===== src/sv/bta_div.sv =====
// ============================================================================
// bta_div: divider by a constant, reciprocal multiply
// Multiplies by a scaled reciprocal of the divisor, then checks the remainder
// with a constant multiply; start runs through stg_reg into done_reg.
// ============================================================================
module bta_div #(
    parameter int DIVISOR = 16,
    parameter int NW      = 20
) (
    input  logic          clk,
    input  logic          rst_n,
    input  logic          start,
    input  logic [NW-1:0] dividend,
    output logic          done,
    output logic [NW-1:0] quot,
    output logic          rem_zero
);

    localparam int LW = $clog2(DIVISOR);
    localparam int SH = NW + LW;
    localparam int MW = NW + 2;
    localparam int PW = NW + MW;
    // floor(2^SH / DIVISOR) + 1 is exact for every NW-bit dividend
    localparam logic [63:0]   RECIP64 = ((64'd1 << SH) / 64'(DIVISOR)) + 64'd1;
    localparam logic [MW-1:0] RECIP   = RECIP64[MW-1:0];

    logic [NW-1:0] dvd_reg, dvd_next;
    logic [NW-1:0] q_reg, q_next;
    logic          rz_reg, rz_next;
    logic [1:0]    stg_reg, stg_next;
    logic          done_reg, done_next;
    logic [PW-1:0] prod;

    assign prod = PW'(dvd_reg) * PW'(RECIP);

    always_comb
    begin
        dvd_next  = dvd_reg;
        q_next    = q_reg;
        rz_next   = rz_reg;
        stg_next  = {stg_reg[0], start};
        done_next = stg_reg[1];
        if (start)
        begin
            dvd_next = dividend;
        end
        if (stg_reg[0])
        begin
            q_next = NW'(prod >> SH);
        end
        if (stg_reg[1])
        begin
            // remainder is zero when the quotient times the divisor gives it back
            rz_next = (dvd_reg == NW'(q_reg * NW'(DIVISOR)));
        end
    end

    always_ff @(posedge clk or negedge rst_n)
    begin
        if (!rst_n)
        begin
            stg_reg  <= '0;
            done_reg <= 1'b0;
        end
        else
        begin
            stg_reg  <= stg_next;
            done_reg <= done_next;
        end
    end

    always_ff @(posedge clk)
    begin
        dvd_reg <= dvd_next;
        q_reg   <= q_next;
        rz_reg  <= rz_next;
    end

    assign done     = done_reg;
    assign quot     = q_reg;
    assign rem_zero = rz_reg;

endmodule


===== config.mk =====
export PLATFORM = sky130hd
export DESIGN_NAME = bta_div
export DESIGN_NICKNAME = d
export VERILOG_FILES = /design/src/sv/bta_div.sv
export SDC_FILE = /design/constraint.sdc
export NUM_CORES = 1
export LEC_CHECK = 0
export BUFFER_PORTS_ARGS = -buffer_cell sky130_fd_sc_hd__buf_2
export CAP_MARGIN = 20
export CORE_UTILIZATION = 45
export CTS_CLUSTER_DIAMETER = 80
export CTS_CLUSTER_SIZE = 16
export DETAILED_ROUTE_END_ITERATION = 10
export PLACE_DENSITY = 0.72
export SLEW_MARGIN = 20
export SYNTH_ARGS = -nofsm -noshare
export SYNTH_HDL_FRONTEND = slang
export SYNTH_SLANG_ARGS = --single-unit

===== constraint.sdc =====
create_clock -name clk -period 3.4 [get_ports clk]
set_input_delay 0.68 -clock clk [delete_from_list [all_inputs] [get_ports clk]]
set_output_delay 0.68 -clock clk [all_outputs]
set_load 0.01 [all_outputs]

==> summary.txt <==
Logic synthesis
  • Mean Syn Cell Area: around 21 um^2
  • Top FF cell, synth: edfxtp_1
  • Count leader, synth: edfxtp_1
  • Top cells by count, synth: edfxtp_1, xor2_1, buf_4
  • Gate count of the mapped netlist: between 60 and 70
  • Seq cells post-synth: 40
  • Synth area leader: edfxtp_1
  • Largest cells by area after synthesis: edfxtp_1, xor2_1, dfrtp_1
  • Synth warnings: 0
  • EDFF count, synth: 37
  • Sequential share of the synthesized area: between 80% and 90%
  • Post-Syn Area: around 0.0014 mm^2
  • Library cells used by synthesis: 10
  • Ys async rst share: 7.50%
  • Post-synth top area share: 78.9%

Power and ir drop
  • Seq pwr share: 68.3%
  • P_sw: 194 uW
  • Cell Pwr Density: ~530 mW/mm^2
  • Sw Share: between 20% and 30%
  • Logic pwr share: approximately 8%
  • Leakage power: a little under 0.7 nW
  • Int Power: 698 uW
  • VDD IR max: roughly 0.32 mV
  • Clock share of power: between 20% and 30%

Route
  • DR DRC count: 3
  • First-pass DRT Iterations: 7
  • Routed Antenna Nets: 0
  • Average wire per standard cell: roughly 13 um
  • Vias per cell: approximately 4.7
  • DRT iter0 DRCs: 20
  • Via count: 691
  • Post-Route WL: roughly 1900 um

Cells and area
  • Non-Filler Cell Area, Final: around 0.0017 mm^2
  • Area Overhead vs Synth: 19.2%
  • Max reg flops: 20
  • Ant. Diodes: 0
  • Layout cells sized above 1: between 40 and 50%
  • Fill count: 225
  • Nets: 137

Timing
  • RSZ-0062 raised after global routing: no
  • Rel. slew slack: around 55%
  • Slew Viols, Final: 0
  • Clock skew: approximately 12 ps
  • Worst setup margin: 1810 ps
  • Slew @ Worst Pin: approximately 670 ps
  • Tcrit/Tclk final: a little under half
  • Fin Hold WS: between 100 and 150 ps
  • Crit path time final: between 1500 and 2000 ps
  • Hold Vio Cnt, Final: 0
  • Final setup TNS: 0 ps
  • Achievable Freq: 0.627 GHz
  • Final setup violation count: 0

Floorplan
  • Die height: 58.0 um
  • Initial Util: between 40% and 50%
  • Row count: 19
  • Die Wd: between 50 and 60 um
  • Io pins: between 40 and 50
  • Die area: between 0.003 and 0.004 mm^2
  • Core area: about 0.0029 mm^2

Worst setup path
  • Crit Path Category: flop to primary output
  • Largest fanout on the critical path: 2
  • Cell family with the largest share of critical-path delay: flip-flops
  • Slowest-stage cell, CP: edfxtp_1
  • Crit path DAT: 910 ps
  • WP data required: around 2700 ps
  • Crit path cell chain: buf_2
  • Crit start category: flop
  • Buf/Inv on CP: 1
  • Critical path endpoint category: primary output
  • CP peak stage delay: around 430 ps

Clocking
  • Post_cts resized: 0
  • CTS tree: built
  • Cts-stage hold buffer count: 0
  • CTS Sinks: 40
  • Worst-Skew Late Latency: approximately 320 ps
  • Postcts setup bufs: 0
  • CTS root buffer: clkbuf_4
  • Clock transition at path regs: 110 ps
  • CTS buffer count: 5
  • Max Buffers Root-to-Sink: 2
  • CTS H-tree lvls: 2

Placed design
  • Dpl ws: a little under 2000 ps
  • Gpl congestion: slightly below 0.7
  • Port buffer count: 40
  • Area after DPL: approximately 0.0016 mm^2

Global routing
  • Initial antenna violation count: 0
  • Number of global-route vias before repair: slightly below 700
  • First-pass GRT wire length: ~3100 um
  • Grt total ovfl: 0
  • Pin count of the biggest net entering global routing: 22
  • GRT Total Usage: 13.3%

Flow run
  • Max_cap viols: 0

Worst hold path
  • Hold Path Class: input port to asynchronous set/reset pin

Status
  • Violated checks: DRC
  • Status: complete, but fails checks
## path summary, 6_finish.rpt
check	from	slack, ps	cells after the start	end
min in group clk	stg_reg[1]	400	0	done
setup reg to reg	quot[6]	1990	4	rem_zero
hold reg to reg	stg_reg[1]	400	0	done
setup / recovery	quot[5]	1810	1	quot[5]
hold / removal	rst_n	130	1	done
max in group asynchronous	rst_n	3160	1	stg_reg[0]
## area by class of cell
class	instances	area (um^2)	area share, %
multi-input cells	27	204	12.1
flip-flops and latches	40	1190	70.6
repair buffers	40	200	11.9
clock buffers	7	45.0	2.68
well taps	31	38.8	2.31
clock inverters	1	5.00	0.298
## cells by family after synthesis
logic type / count (synthesis) / synth area share (%)
other: 1 / 0.266
buffers and inverters: 4 / 2.13
AND/OR/NAND/NOR: 7 / 3.46
flip-flops: 40 / 84.2
XOR/XNOR: 16 / 9.95
## metal layers
| metal | global-route usage (%) | share of wire [%] | up-vias |
|---|---|---|---|
| li1 | - | - | 339 |
| met1 | 13.4 | 38 | 324 |
| met2 | 23.2 | 56 | 26 |
| met3 | 6.47 | 5.5 | 2 |
| met4 | 6.12 | 0.78 | 0 |
| met5 | 0 | 0 | - |
## cells in the final DEF, fill, tap and decap left out
cell type and n:
buf_2 40, clkbuf_1 2, clkbuf_4 5, clkinv_2 1, conb_1 4, dfrtp_1 3
edfxtp_1 37, nand4_1 1, nor2_1 1, nor4_1 3, nor4_2 1, or4_1 1
xor2_1 16
## power by group through the flow
stage          Combinational, mW  Clock [mW]  Sequential, mW
2_1_floorplan             0.0270           0           0.626
3_3_place_gp              0.0714           0           0.619
3_5_place_dp              0.0724           0           0.622
4_1_cts                   0.0730       0.221           0.611
5_1_grt                   0.0788       0.244           0.615
6_report                  0.0716       0.211           0.610
## per-stage QoR
stage	util (%)	power, mW	cells
2_1_floorplan	-	0.653	71
3_3_place_gp	57.1	0.690	138
3_5_place_dp	57.1	0.694	138
4_1_cts	58.9	0.905	146
5_1_grt	58.9	0.938	146
6_report	58.9	0.892	146
(Power assumes the default switching activity.)
